## config.mk

```make
export PLATFORM = sky130hd
export DESIGN_NAME = foc_torque_modulator
export DESIGN_NICKNAME = d
export VERILOG_FILES = /design/src/design/ftm_pkg.sv /design/src/design/foc_torque_modulator.sv /design/src/design/ftm_cfg.sv /design/src/design/ftm_ctrl.sv /design/src/design/ftm_dp.sv
export SDC_FILE = /design/constraint.sdc
export NUM_CORES = 2
export LEC_CHECK = 0
export BUFFER_PORTS_ARGS = -buffer_cell sky130_fd_sc_hd__buf_2
export CORE_UTILIZATION = 56
export CTS_CLUSTER_SIZE = 20
export DETAILED_ROUTE_END_ITERATION = 8
export GPL_ROUTABILITY_DRIVEN = 0
export HOLD_SLACK_MARGIN = 0.06
export PLACE_DENSITY = 0.77
export SLEW_MARGIN = 5
export SYNTH_ARGS = -nofsm -noshare
export SYNTH_HDL_FRONTEND = slang
export SYNTH_HIERARCHICAL = 1
export SYNTH_SLANG_ARGS = --single-unit
```

## constraint.sdc

```tcl
create_clock -name aclk -period 12.2 [get_ports aclk]
set_input_delay 1.83 -clock aclk [delete_from_list [all_inputs] [get_ports aclk]]
set_output_delay 1.83 -clock aclk [all_outputs]
set_load 0.02 [all_outputs]
```

## src/design/ftm_pkg.sv

```systemverilog
// Shared types, constants and command codes of the torque modulator.
// Used by the register file, controller, datapath and top level.
package ftm_pkg;

    localparam int ANGLE_W = 14;
    localparam int CMP_W   = 11;
    localparam int ADDR_W  = 5;

    localparam logic [CMP_W-1:0] PWM_TOP = 11'd1999;

    // sine polynomial coefficients in Q15 and sqrt(3)/2 in Q16
    localparam logic [15:0] SIN_A          = 16'd51472;
    localparam logic [15:0] SIN_B          = 16'd21024;
    localparam logic [15:0] SIN_C          = 16'd2320;
    localparam logic [16:0] HALF_SQRT3_Q16 = 17'd56756;

    // register indexes
    localparam logic [2:0] REG_RUN_MODE  = 3'd0;
    localparam logic [2:0] REG_POLE      = 3'd1;
    localparam logic [2:0] REG_REVERSE   = 3'd2;
    localparam logic [2:0] REG_ZERO_OFS  = 3'd3;
    localparam logic [2:0] REG_VLIMIT    = 3'd4;
    localparam logic [2:0] REG_SUPPLY    = 3'd5;

    // datapath operations
    localparam logic [3:0] OP_NONE  = 4'd0;
    localparam logic [3:0] OP_ELEC  = 4'd1;
    localparam logic [3:0] OP_UQ    = 4'd2;
    localparam logic [3:0] OP_X2    = 4'd3;
    localparam logic [3:0] OP_T1    = 4'd4;
    localparam logic [3:0] OP_T2    = 4'd5;
    localparam logic [3:0] OP_S     = 4'd6;
    localparam logic [3:0] OP_PS    = 4'd7;
    localparam logic [3:0] OP_PC    = 4'd8;
    localparam logic [3:0] OP_KC    = 4'd9;
    localparam logic [3:0] OP_PHASE = 4'd10;
    localparam logic [3:0] OP_NUMER = 4'd11;
    localparam logic [3:0] OP_DIV   = 4'd12;

    typedef struct packed {
        logic        run_mode;
        logic [5:0]  pole_pairs;
        logic        reverse_direction;
        logic [13:0] zero_offset;
        logic [15:0] voltage_limit_mv;
        logic [15:0] supply_mv;
    } cfg_t;

    typedef struct packed {
        logic       capture;
        logic [3:0] op;
        logic       cos_sel;
        logic       load_out;
    } cmd_t;

endpackage

```

## src/design/foc_torque_modulator.sv

```systemverilog
// Sinusoidal torque-mode modulator: angle in, three PWM compare counts out.
// One tick at a time: 15 multiply and phase steps, 11 quotient bits of the three-lane
//   restoring divider and one output load, which waits while the output register is full;
//   only then does the sequencer return to idle to take the next transfer.
// Reset (aresetn low, synchronous): sequencer idle, output empty, previous angle zero,
//   registers at their defaults (pole pairs 7, limit 5000 mV, supply 12000 mV).
module foc_torque_modulator (
    input  logic        aclk,
    input  logic        aresetn,
    // input stream
    input  logic        s_tvalid,
    output logic        s_tready,
    input  logic [31:0] s_tdata,   // sensor_word[15:0], torque_command[31:16]
    // result stream
    output logic        m_tvalid,
    input  logic        m_tready,
    output logic [79:0] m_tdata,   // compare_a[10:0], compare_b[21:11], compare_c[32:22],
                                   // mech_angle[46:33], speed[60:47], elec_angle[74:61]
    // configuration port
    input  logic        psel,
    input  logic        penable,
    input  logic        pwrite,
    input  logic [ftm_pkg::ADDR_W-1:0] paddr,
    input  logic [31:0] pwdata,
    output logic [31:0] prdata,
    output logic        pready
);
    import ftm_pkg::*;

    cfg_t               cfg;
    cmd_t               cmd;
    logic [CMP_W-1:0]   compare_a;
    logic [CMP_W-1:0]   compare_b;
    logic [CMP_W-1:0]   compare_c;
    logic [ANGLE_W-1:0] mech_angle;
    logic [ANGLE_W-1:0] speed;
    logic [ANGLE_W-1:0] elec_angle;

    // no wait states on the register port
    assign pready = 1'b1;

    ftm_cfg u_cfg (
        .aclk    (aclk),
        .aresetn (aresetn),
        .psel    (psel),
        .penable (penable),
        .pwrite  (pwrite),
        .paddr   (paddr),
        .pwdata  (pwdata),
        .prdata  (prdata),
        .cfg     (cfg)
    );

    // sequencer: takes one transfer at a time, one step per cycle; the load may wait
    ftm_ctrl u_ctrl (
        .aclk     (aclk),
        .aresetn  (aresetn),
        .s_tvalid (s_tvalid),
        .s_tready (s_tready),
        .m_tvalid (m_tvalid),
        .m_tready (m_tready),
        .cmd      (cmd)
    );

    // datapath: the output register lets the next tick start while a result waits
    ftm_dp u_dp (
        .aclk           (aclk),
        .aresetn        (aresetn),
        .cfg            (cfg),
        .cmd            (cmd),
        .sensor_word    (s_tdata[15:0]),
        .torque_command (signed'(s_tdata[31:16])),
        .compare_a      (compare_a),
        .compare_b      (compare_b),
        .compare_c      (compare_c),
        .mech_angle     (mech_angle),
        .speed          (speed),
        .elec_angle     (elec_angle)
    );

    // pack result fields, lowest first, zero fill to whole bytes
    assign m_tdata = {5'd0, elec_angle, speed, mech_angle, compare_c, compare_b, compare_a};

endmodule

```

## src/design/ftm_cfg.sv

```systemverilog
// Configuration register file behind the APB-style port.
// Depends on ftm_pkg for the register indexes and the cfg_t bundle.
module ftm_cfg (
    input  logic                       aclk,
    input  logic                       aresetn,
    input  logic                       psel,
    input  logic                       penable,
    input  logic                       pwrite,
    input  logic [ftm_pkg::ADDR_W-1:0] paddr,
    input  logic [31:0]                pwdata,
    output logic [31:0]                prdata,
    output ftm_pkg::cfg_t              cfg
);
    import ftm_pkg::*;

    cfg_t       cfg_reg;
    cfg_t       cfg_next;
    logic [2:0] index;
    logic       wr_en;

    assign index = paddr[4:2];
    assign wr_en = psel & penable & pwrite;
    assign cfg   = cfg_reg;

    always_comb begin
        cfg_next = cfg_reg;
        if (wr_en) begin
            case (index)
                REG_RUN_MODE: cfg_next.run_mode          = pwdata[0];
                REG_POLE:     cfg_next.pole_pairs        = pwdata[5:0];
                REG_REVERSE:  cfg_next.reverse_direction = pwdata[0];
                REG_ZERO_OFS: cfg_next.zero_offset       = pwdata[13:0];
                REG_VLIMIT:   cfg_next.voltage_limit_mv  = pwdata[15:0];
                REG_SUPPLY:   cfg_next.supply_mv         = pwdata[15:0];
                default:      cfg_next = cfg_reg;
            endcase
        end
    end

    always_comb begin
        case (index)
            REG_RUN_MODE: prdata = {31'd0, cfg_reg.run_mode};
            REG_POLE:     prdata = {26'd0, cfg_reg.pole_pairs};
            REG_REVERSE:  prdata = {31'd0, cfg_reg.reverse_direction};
            REG_ZERO_OFS: prdata = {18'd0, cfg_reg.zero_offset};
            REG_VLIMIT:   prdata = {16'd0, cfg_reg.voltage_limit_mv};
            REG_SUPPLY:   prdata = {16'd0, cfg_reg.supply_mv};
            default:      prdata = 32'd0;
        endcase
    end

    always_ff @(posedge aclk) begin
        if (!aresetn) begin
            cfg_reg.run_mode          <= 1'b0;
            cfg_reg.pole_pairs        <= 6'd7;
            cfg_reg.reverse_direction <= 1'b0;
            cfg_reg.zero_offset       <= 14'd0;
            cfg_reg.voltage_limit_mv  <= 16'd5000;
            cfg_reg.supply_mv         <= 16'd12000;
        end else begin
            cfg_reg <= cfg_next;
        end
    end

endmodule

```

## src/design/ftm_ctrl.sv

```systemverilog
// Sequencer of the modulator: steps the datapath through one tick.
// Depends on ftm_pkg for the operation codes and cmd_t.
module ftm_ctrl (
    input  logic          aclk,
    input  logic          aresetn,
    input  logic          s_tvalid,
    output logic          s_tready,
    output logic          m_tvalid,
    input  logic          m_tready,
    output ftm_pkg::cmd_t cmd
);
    import ftm_pkg::*;

    localparam logic [1:0] ST_IDLE   = 2'd0;
    localparam logic [1:0] ST_CALC   = 2'd1;
    localparam logic [1:0] ST_DIV    = 2'd2;
    localparam logic [1:0] ST_FINISH = 2'd3;

    localparam logic [3:0] CALC_LAST = 4'd14;
    localparam logic [3:0] DIV_LAST  = 4'd10;

    logic [1:0] state_reg, state_next;
    logic [3:0] step_reg, step_next;
    logic       out_valid_reg, out_valid_next;

    assign m_tvalid = out_valid_reg;

    always_comb begin
        state_next = state_reg;
        step_next  = step_reg;
        cmd        = '0;
        s_tready   = 1'b0;
        case (state_reg)
            ST_IDLE: begin
                s_tready = 1'b1;
                if (s_tvalid) begin
                    cmd.capture = 1'b1;
                    state_next  = ST_CALC;
                    step_next   = 4'd0;
                end
            end
            ST_CALC: begin
                case (step_reg)
                    4'd0:    cmd.op = OP_ELEC;
                    4'd1:    cmd.op = OP_UQ;
                    4'd2:    cmd.op = OP_X2;
                    4'd3:    cmd.op = OP_T1;
                    4'd4:    cmd.op = OP_T2;
                    4'd5:    cmd.op = OP_S;
                    4'd6:    cmd.op = OP_X2;
                    4'd7:    cmd.op = OP_T1;
                    4'd8:    cmd.op = OP_T2;
                    4'd9:    cmd.op = OP_S;
                    4'd10:   cmd.op = OP_PS;
                    4'd11:   cmd.op = OP_PC;
                    4'd12:   cmd.op = OP_KC;
                    4'd13:   cmd.op = OP_PHASE;
                    4'd14:   cmd.op = OP_NUMER;
                    default: cmd.op = OP_NONE;
                endcase
                // second sine pass evaluates the cosine
                cmd.cos_sel = (step_reg >= 4'd6) && (step_reg <= 4'd9);
                if (step_reg == CALC_LAST) begin
                    state_next = ST_DIV;
                    step_next  = 4'd0;
                end else begin
                    step_next = step_reg + 4'd1;
                end
            end
            ST_DIV: begin
                cmd.op = OP_DIV;
                if (step_reg == DIV_LAST) begin
                    state_next = ST_FINISH;
                end else begin
                    step_next = step_reg + 4'd1;
                end
            end
            ST_FINISH: begin
                // hold until the output register is free
                if (!out_valid_reg || m_tready) begin
                    cmd.load_out = 1'b1;
                    state_next   = ST_IDLE;
                end
            end
            default: state_next = ST_IDLE;
        endcase
    end

    always_comb begin
        if (cmd.load_out) begin
            out_valid_next = 1'b1;
        end else if (m_tready) begin
            out_valid_next = 1'b0;
        end else begin
            out_valid_next = out_valid_reg;
        end
    end

    always_ff @(posedge aclk) begin
        if (!aresetn) begin
            state_reg     <= ST_IDLE;
            step_reg      <= 4'd0;
            out_valid_reg <= 1'b0;
        end else begin
            state_reg     <= state_next;
            step_reg      <= step_next;
            out_valid_reg <= out_valid_next;
        end
    end

`ifndef NO_ASSERTIONS
    a_capture_starts: assert property (@(posedge aclk) disable iff (!aresetn)
        cmd.capture |=> state_reg == ST_CALC)
        else $error("capture did not start a calculation");
    a_load_free: assert property (@(posedge aclk) disable iff (!aresetn)
        cmd.load_out |-> (!out_valid_reg || m_tready))
        else $error("output overwritten before transfer");
    a_div_bound: assert property (@(posedge aclk) disable iff (!aresetn)
        state_reg == ST_DIV |-> step_reg <= DIV_LAST)
        else $error("divider step out of range");
`endif

endmodule

```

## src/design/ftm_dp.sv

```systemverilog
// Datapath: angle capture, shared multiplier, phase voltages, three-lane divider.
// Depends on ftm_pkg for cfg_t, cmd_t, operation codes and constants.
module ftm_dp (
    input  logic                        aclk,
    input  logic                        aresetn,
    input  ftm_pkg::cfg_t               cfg,
    input  ftm_pkg::cmd_t               cmd,
    input  logic [15:0]                 sensor_word,
    input  logic signed [15:0]          torque_command,
    output logic [ftm_pkg::CMP_W-1:0]   compare_a,
    output logic [ftm_pkg::CMP_W-1:0]   compare_b,
    output logic [ftm_pkg::CMP_W-1:0]   compare_c,
    output logic [ftm_pkg::ANGLE_W-1:0] mech_angle,
    output logic [ftm_pkg::ANGLE_W-1:0] speed,
    output logic [ftm_pkg::ANGLE_W-1:0] elec_angle
);
    import ftm_pkg::*;

    // tick operands
    logic [ANGLE_W-1:0] mech_reg;     // also the previous angle for speed
    logic [ANGLE_W-1:0] speed_reg;
    logic signed [15:0] tq_reg;
    logic [ANGLE_W-1:0] elec_reg;
    logic signed [15:0] uq_reg;
    // sine evaluation
    logic [15:0]        x_reg;
    logic [15:0]        x2_reg;
    logic [15:0]        t_reg;
    logic signed [16:0] s_reg;
    logic signed [16:0] c_reg;
    // voltage products
    logic signed [32:0] ps_reg;
    logic signed [32:0] pc_reg;
    logic signed [49:0] kc_reg;
    // division lanes
    logic [46:0]        v_reg   [3];
    logic [57:0]        rem_reg [3];
    logic [10:0]        q_reg   [3];
    logic               sat_reg [3];
    logic               nz_reg  [3];
    logic [57:0]        d_reg;
    // output register
    logic [CMP_W-1:0]   cmp_out_reg [3];
    logic [ANGLE_W-1:0] mech_out_reg;
    logic [ANGLE_W-1:0] speed_out_reg;
    logic [ANGLE_W-1:0] elec_out_reg;

    // shared multiplier
    logic signed [32:0] mul_a;
    logic signed [17:0] mul_b;
    logic signed [50:0] mul_p;

    logic [9:0]         sin_idx;
    logic [1:0]         quad;
    logic [14:0]        x_raw;
    logic [15:0]        x_cur;
    logic [16:0]        s_mag;
    logic signed [16:0] s_val;
    logic signed [32:0] p_adj;
    logic [ANGLE_W-1:0] prod14;
    logic [ANGLE_W-1:0] dir14;

    logic signed [49:0] half_w;
    logic signed [49:0] ps_w;
    logic signed [49:0] u_w [3];
    logic [46:0]        lim_w;
    logic [46:0]        dsup_w;
    logic [46:0]        v_w  [3];
    logic [57:0]        numer_w [3];
    logic [CMP_W-1:0]   cmp_w [3];

    // sine quadrant decode; cosine is a quarter turn ahead
    assign sin_idx = elec_reg[13:4] + (cmd.cos_sel ? 10'd256 : 10'd0);
    assign quad    = sin_idx[9:8];
    assign x_raw   = {sin_idx[7:0], 7'd0};
    assign x_cur   = quad[0] ? (16'd32768 - 16'(x_raw)) : 16'(x_raw);

    always_comb begin
        case (cmd.op)
            OP_ELEC: begin
                mul_a = 33'(mech_reg);
                mul_b = 18'(cfg.pole_pairs);
            end
            OP_UQ: begin
                mul_a = 33'(tq_reg);
                mul_b = 18'(cfg.voltage_limit_mv);
            end
            OP_X2: begin
                mul_a = 33'(x_cur);
                mul_b = 18'(x_cur);
            end
            OP_T1: begin
                mul_a = 33'(SIN_C);
                mul_b = 18'(x2_reg);
            end
            OP_T2: begin
                mul_a = 33'(x2_reg);
                mul_b = 18'(SIN_B - t_reg);
            end
            OP_S: begin
                mul_a = 33'(x_reg);
                mul_b = 18'(SIN_A - t_reg);
            end
            OP_PS: begin
                mul_a = 33'(uq_reg);
                mul_b = 18'(s_reg);
            end
            OP_PC: begin
                mul_a = 33'(uq_reg);
                mul_b = 18'(c_reg);
            end
            OP_KC: begin
                mul_a = pc_reg;
                mul_b = 18'(HALF_SQRT3_Q16);
            end
            default: begin
                mul_a = '0;
                mul_b = '0;
            end
        endcase
    end

    assign mul_p = 51'(mul_a) * 51'(mul_b);

    // electrical angle from the low bits of the product
    assign prod14 = mul_p[13:0];
    assign dir14  = cfg.reverse_direction ? (14'd0 - prod14) : prod14;

    // truncate toward zero on the divide by 2^16
    assign p_adj  = mul_p[32:0] + (mul_p[32] ? 33'sd65535 : 33'sd0);

    assign s_mag  = mul_p[31:15];
    assign s_val  = quad[1] ? -signed'(s_mag) : signed'(s_mag);

    // phase voltages in Q31 millivolts, offset by half the supply
    assign half_w = signed'({4'd0, cfg.supply_mv, 30'd0});
    assign ps_w   = 50'(ps_reg);
    assign lim_w  = {cfg.voltage_limit_mv, 31'd0};
    assign dsup_w = {cfg.supply_mv, 31'd0};
    assign u_w[0] = half_w - (ps_w <<< 16);
    assign u_w[1] = half_w + (ps_w <<< 15) + kc_reg;
    assign u_w[2] = half_w + (ps_w <<< 15) - kc_reg;

    always_comb begin
        for (int i = 0; i < 3; i++) begin
            if (u_w[i][49]) begin
                v_w[i] = '0;
            end else if (u_w[i] > signed'({3'd0, lim_w})) begin
                v_w[i] = lim_w;
            end else begin
                v_w[i] = u_w[i][46:0];
            end
            // times 1999 = 2048 - 32 - 16 - 1
            numer_w[i] = {v_reg[i], 11'd0} - 58'({v_reg[i], 5'd0})
                       - 58'({v_reg[i], 4'd0}) - 58'(v_reg[i]);
            if (cfg.supply_mv == 16'd0) begin
                cmp_w[i] = nz_reg[i] ? PWM_TOP : '0;
            end else if (sat_reg[i]) begin
                cmp_w[i] = PWM_TOP;
            end else begin
                cmp_w[i] = q_reg[i];
            end
        end
    end

    always_ff @(posedge aclk) begin
        if (!aresetn) begin
            mech_reg <= '0;
        end else if (cmd.capture) begin
            mech_reg <= sensor_word[ANGLE_W-1:0];
        end
    end

    always_ff @(posedge aclk) begin
        if (cmd.capture) begin
            speed_reg <= sensor_word[ANGLE_W-1:0] - mech_reg;
            tq_reg    <= torque_command;
        end
        case (cmd.op)
            OP_ELEC: elec_reg <= dir14 - cfg.zero_offset;
            OP_UQ:   uq_reg   <= cfg.run_mode ? p_adj[31:16] : 16'sd0;
            OP_X2: begin
                x_reg  <= x_cur;
                x2_reg <= mul_p[30:15];
            end
            OP_T1:   t_reg <= mul_p[30:15];
            OP_T2:   t_reg <= mul_p[30:15];
            OP_S: begin
                if (cmd.cos_sel) begin
                    c_reg <= s_val;
                end else begin
                    s_reg <= s_val;
                end
            end
            OP_PS:   ps_reg <= mul_p[32:0];
            OP_PC:   pc_reg <= mul_p[32:0];
            OP_KC:   kc_reg <= mul_p[49:0];
            OP_PHASE: begin
                for (int i = 0; i < 3; i++) begin
                    v_reg[i] <= v_w[i];
                end
            end
            OP_NUMER: begin
                for (int i = 0; i < 3; i++) begin
                    rem_reg[i] <= numer_w[i];
                    q_reg[i]   <= '0;
                    sat_reg[i] <= v_reg[i] >= dsup_w;
                    nz_reg[i]  <= v_reg[i] != '0;
                end
                d_reg <= {1'b0, dsup_w, 10'd0};
            end
            OP_DIV: begin
                // restoring division, one quotient bit per lane
                for (int i = 0; i < 3; i++) begin
                    if (rem_reg[i] >= d_reg) begin
                        rem_reg[i] <= rem_reg[i] - d_reg;
                        q_reg[i]   <= {q_reg[i][9:0], 1'b1};
                    end else begin
                        q_reg[i] <= {q_reg[i][9:0], 1'b0};
                    end
                end
                d_reg <= d_reg >> 1;
            end
            default: ;
        endcase
        if (cmd.load_out) begin
            for (int i = 0; i < 3; i++) begin
                cmp_out_reg[i] <= cmp_w[i];
            end
            mech_out_reg  <= mech_reg;
            speed_out_reg <= speed_reg;
            elec_out_reg  <= elec_reg;
        end
    end

    assign compare_a  = cmp_out_reg[0];
    assign compare_b  = cmp_out_reg[1];
    assign compare_c  = cmp_out_reg[2];
    assign mech_angle = mech_out_reg;
    assign speed      = speed_out_reg;
    assign elec_angle = elec_out_reg;

endmodule

```

==> run_summary.xml <==
<?xml version="1.0" encoding="UTF-8"?>
<metrics>
  <group name="status">
    <metric name="outcome" unit="">complete, but fails checks</metric>
    <metric name="violations" unit="">design-rule violations</metric>
  </group>
  <group name="sta">
    <metric name="worstMarginPinSlew" unit="ns">1.40</metric>
    <metric name="fin_skew" unit="ns">0.0518</metric>
    <metric name="worst_slew_margin_rel" unit="">0.0574</metric>
    <metric name="report.final.slew_viol_count" unit="">0</metric>
    <metric name="fmax" unit="MHz">85.1</metric>
    <metric name="rsz0062_at_grt" unit="">false</metric>
    <metric name="finalCriticalPeriod" unit="ns">11.76</metric>
    <metric name="fin_crit_sh" unit="">0.964</metric>
    <metric name="finalSetupViolCount" unit="">0</metric>
    <metric name="totalNegativeSetupSlack" unit="ns">0</metric>
    <metric name="final-hold-violation-count" unit="">0</metric>
  </group>
  <group name="layout">
    <metric name="final_nets" unit="">11111</metric>
    <metric name="layout_common_cells" unit="">inv_1, nand2_1, ha_1</metric>
    <metric name="area_growth_syn_to_layout" unit="%">7.34</metric>
    <metric name="design_area" unit="um^2">93800</metric>
    <metric name="mostFrequentLayoutCell" unit="">inv_1</metric>
    <metric name="number_of_flip_flops_under_the_largest_register_name" unit="">174</metric>
    <metric name="fraction_of_final_layout_cells_with_drive_strength_greater_than_1" unit="">0.0600</metric>
    <metric name="nFillCells" unit="">12715</metric>
  </group>
  <group name="clocking">
    <metric name="max-clock-path-buffers" unit="">3</metric>
    <metric name="clkSlewWorstSetupHoldPaths" unit="ns">0.06</metric>
    <metric name="worst_skew_pair.late_latency" unit="ns">0.75</metric>
    <metric name="cts.repair.resized" unit="">0</metric>
    <metric name="numCtsBuffers" unit="">92</metric>
    <metric name="post-cts-setup-buffer-count" unit="">0</metric>
    <metric name="clockRootBuffer" unit="">clkbuf_16</metric>
    <metric name="clock_tree.htree_level_count" unit="">3</metric>
    <metric name="cts_tree" unit="">yes</metric>
    <metric name="cts.sinks" unit="">800</metric>
    <metric name="holdBufCountCts" unit="">0</metric>
  </group>
  <group name="die">
    <metric name="die_h" unit="um">397</metric>
    <metric name="fp.dieArea" unit="um^2">158000</metric>
    <metric name="initial_utilization" unit="">0.566</metric>
    <metric name="dieWidth" unit="um">397</metric>
    <metric name="design.portCount" unit="">191</metric>
    <metric name="floorplan.rows" unit="">144</metric>
    <metric name="core_area" unit="um^2">154000</metric>
  </group>
  <group name="critical_path">
    <metric name="critical_path.endpoint_type" unit="">flip-flop</metric>
    <metric name="start_kind" unit="">flip-flop</metric>
    <metric name="max_stage_delay" unit="ns">1.07</metric>
    <metric name="timing.critical_path.fanout_max" unit="">18</metric>
    <metric name="critical_path.slowest_cell" unit="">a222oi_1</metric>
    <metric name="setup.worst_path.class" unit="">reg -&gt; reg</metric>
    <metric name="crit_required" unit="ns">12.76</metric>
    <metric name="critical_path_arrival" unit="ns">12.32</metric>
  </group>
  <group name="drt">
    <metric name="drt_first_iter_violations" unit="">8314</metric>
    <metric name="drt.antenna.violating_nets" unit="">0</metric>
    <metric name="drt_pre_antenna_iters" unit="">9</metric>
    <metric name="drt-total-wl" unit="um">267000</metric>
    <metric name="routed_wire_length_per_instance" unit="um">23.1</metric>
    <metric name="avgViaCountPerCell" unit="">6.30</metric>
    <metric name="drcViolationCount" unit="">2</metric>
    <metric name="route.vias.total" unit="">72971</metric>
  </group>
  <group name="grt">
    <metric name="antenna_found_initial" unit="">9</metric>
    <metric name="grt.total_usage" unit="">0.335</metric>
    <metric name="grt_start_max_net_pins" unit="">88</metric>
    <metric name="grt_remaining_overflow" unit="">0</metric>
    <metric name="first_global_vias" unit="">71793</metric>
    <metric name="grt_pass1_wl" unit="um">410000</metric>
  </group>
  <group name="power_and_ir_drop">
    <metric name="leakagePower" unit="nW">40.3</metric>
    <metric name="p_per_area" unit="nW/um^2">92.2</metric>
    <metric name="peakVddDrop" unit="mV">0.121</metric>
  </group>
  <group name="flow_run">
    <metric name="drv_cap" unit="">0</metric>
  </group>
  <group name="synth">
    <metric name="synth.cell_area" unit="um^2">87400</metric>
    <metric name="synth-warning-count" unit="">6</metric>
    <metric name="syn-mean-instance-area" unit="um^2">9.28</metric>
    <metric name="synth_edf_count" unit="">720</metric>
    <metric name="async_flop_share" unit="">0</metric>
    <metric name="dominantRegCellSynth" unit="">edfxtp_1</metric>
    <metric name="post_synth_inst_count" unit="">9414</metric>
    <metric name="ys_seq_elements" unit="">800</metric>
    <metric name="ys_types" unit="">118</metric>
    <metric name="synth_sequential_area_ratio" unit="">0.266</metric>
  </group>
  <group name="placement">
    <metric name="detailedPlacementHpwl" unit="um">212000</metric>
    <metric name="port_buffers" unit="">148</metric>
    <metric name="post_dp_cell_area" unit="um^2">90500</metric>
  </group>
  <group name="min_path">
    <metric name="hp-class" unit="">reg -&gt; reg</metric>
  </group>
</metrics>
routing by layer:
metal | part of all wire | GRT usage | vias to the layer above | routed length (um)
li1 | - | - | 32651 | -
met1 | 0.37 | 0.412 | 35263 | 98200
met2 | 0.45 | 0.531 | 4080 | 120000
met3 | 0.10 | 0.0711 | 965 | 27400
met4 | 0.081 | 0.228 | 12 | 21600
met5 | 0.00031 | 0 | - | 83
final timing paths:
kind | start | end | slack (ns) | depth (start not counted)
setup / recovery | u_ctrl/state_reg[0] | u_dp/uq_reg[11] | 0.44 | 38
hold / removal | u_dp/speed_reg[9] | u_dp/speed[9] | 0.42 | 0
setup reg to reg | u_ctrl/state_reg[0] | u_dp/uq_reg[11] | 0.44 | 38
hold reg to reg | u_dp/speed_reg[9] | u_dp/speed[9] | 0.42 | 0
area by class of cell:
cell class              count  area (um^2)  share of cell area
diodes                      2         5.00           0.0000534
clock inverters            53          791             0.00843
multi-input cells        7041        58300               0.621
clock buffers             118         2440              0.0260
well taps                2044         2560              0.0273
inverters                1224         4600              0.0490
repair buffers            302         1910              0.0204
flip-flops and latches    800        23200               0.248
synth_stat cells (81+ instances only):
cell      number  area (um^2)
nand2_1      954         3580
mux2i_1      121         1210
nand4_1       93          582
inv_1       1219         4580
clkbuf_1     289         1080
o21a_1        98          736
edfxtp_1     720        21600
nand3_1      180          901
a21oi_1      559         2800
ha_1         790         9880
nor2_1       666         2500
and2_1       108          676
xnor2_1      328         2870
a31oi_1       91          569
o21bai_1      81          608
nor2b_1       97          607
nor3_1       209         1050
xor2_1       165         1450
o21ai_0      360         1800
a21o_1       239         1790
nand2b_1      95          594
fa_1         784        15700
power breakdown:
part	internal [mW]	switching (mW)
sequential	3.24	0.0844
clock	1.75	1.24
combinational	0.731	1.61
kinds of logic (layout without fill, tap and decap cells):
| logic type | after synthesis | after routing | share of synthesized area |
|---|---|---|---|
| compound gates | 2055 | 2055 | 0.156 |
| xor+xnor | 494 | 494 | 0.0496 |
| fa+ha+maj | 1575 | 1575 | 0.293 |
| buf+inv | 1592 | 1697 | 0.0705 |
| flops | 800 | 800 | 0.266 |
| mux | 129 | 129 | 0.0150 |
| other cells | 3 | 24 | 0.000129 |
| simple gates | 2766 | 2766 | 0.150 |
stage by stage:
step                      power [mW]  utilization  hold WS, ns  std cells  setup slack (ns)
after floorplan                 4.80            -        0.400       9433              1.10
after global placement          5.56        0.586        0.403      11411             0.738
after detailed placement        5.62        0.586        0.405      11411             0.607
after CTS                       8.60        0.607        0.419      11582             0.461
after global routing            8.92        0.607        0.424      11582            0.0179
final                           8.65        0.607        0.417      11584             0.444
worst max-delay path, delay by kind of cell (launching register included):
| family | cells | cell delay [ns] |
|---|---|---|
| buffers and inverters | 9 | 1.18 |
| adder cells (fa/ha/maj) | 9 | 3.83 |
| AO/OA/AOI/OAI | 9 | 2.75 |
| flip-flops | 1 | 0.39 |
| AND/OR/NAND/NOR | 11 | 3.41 |
(Power assumes the default switching activity.)
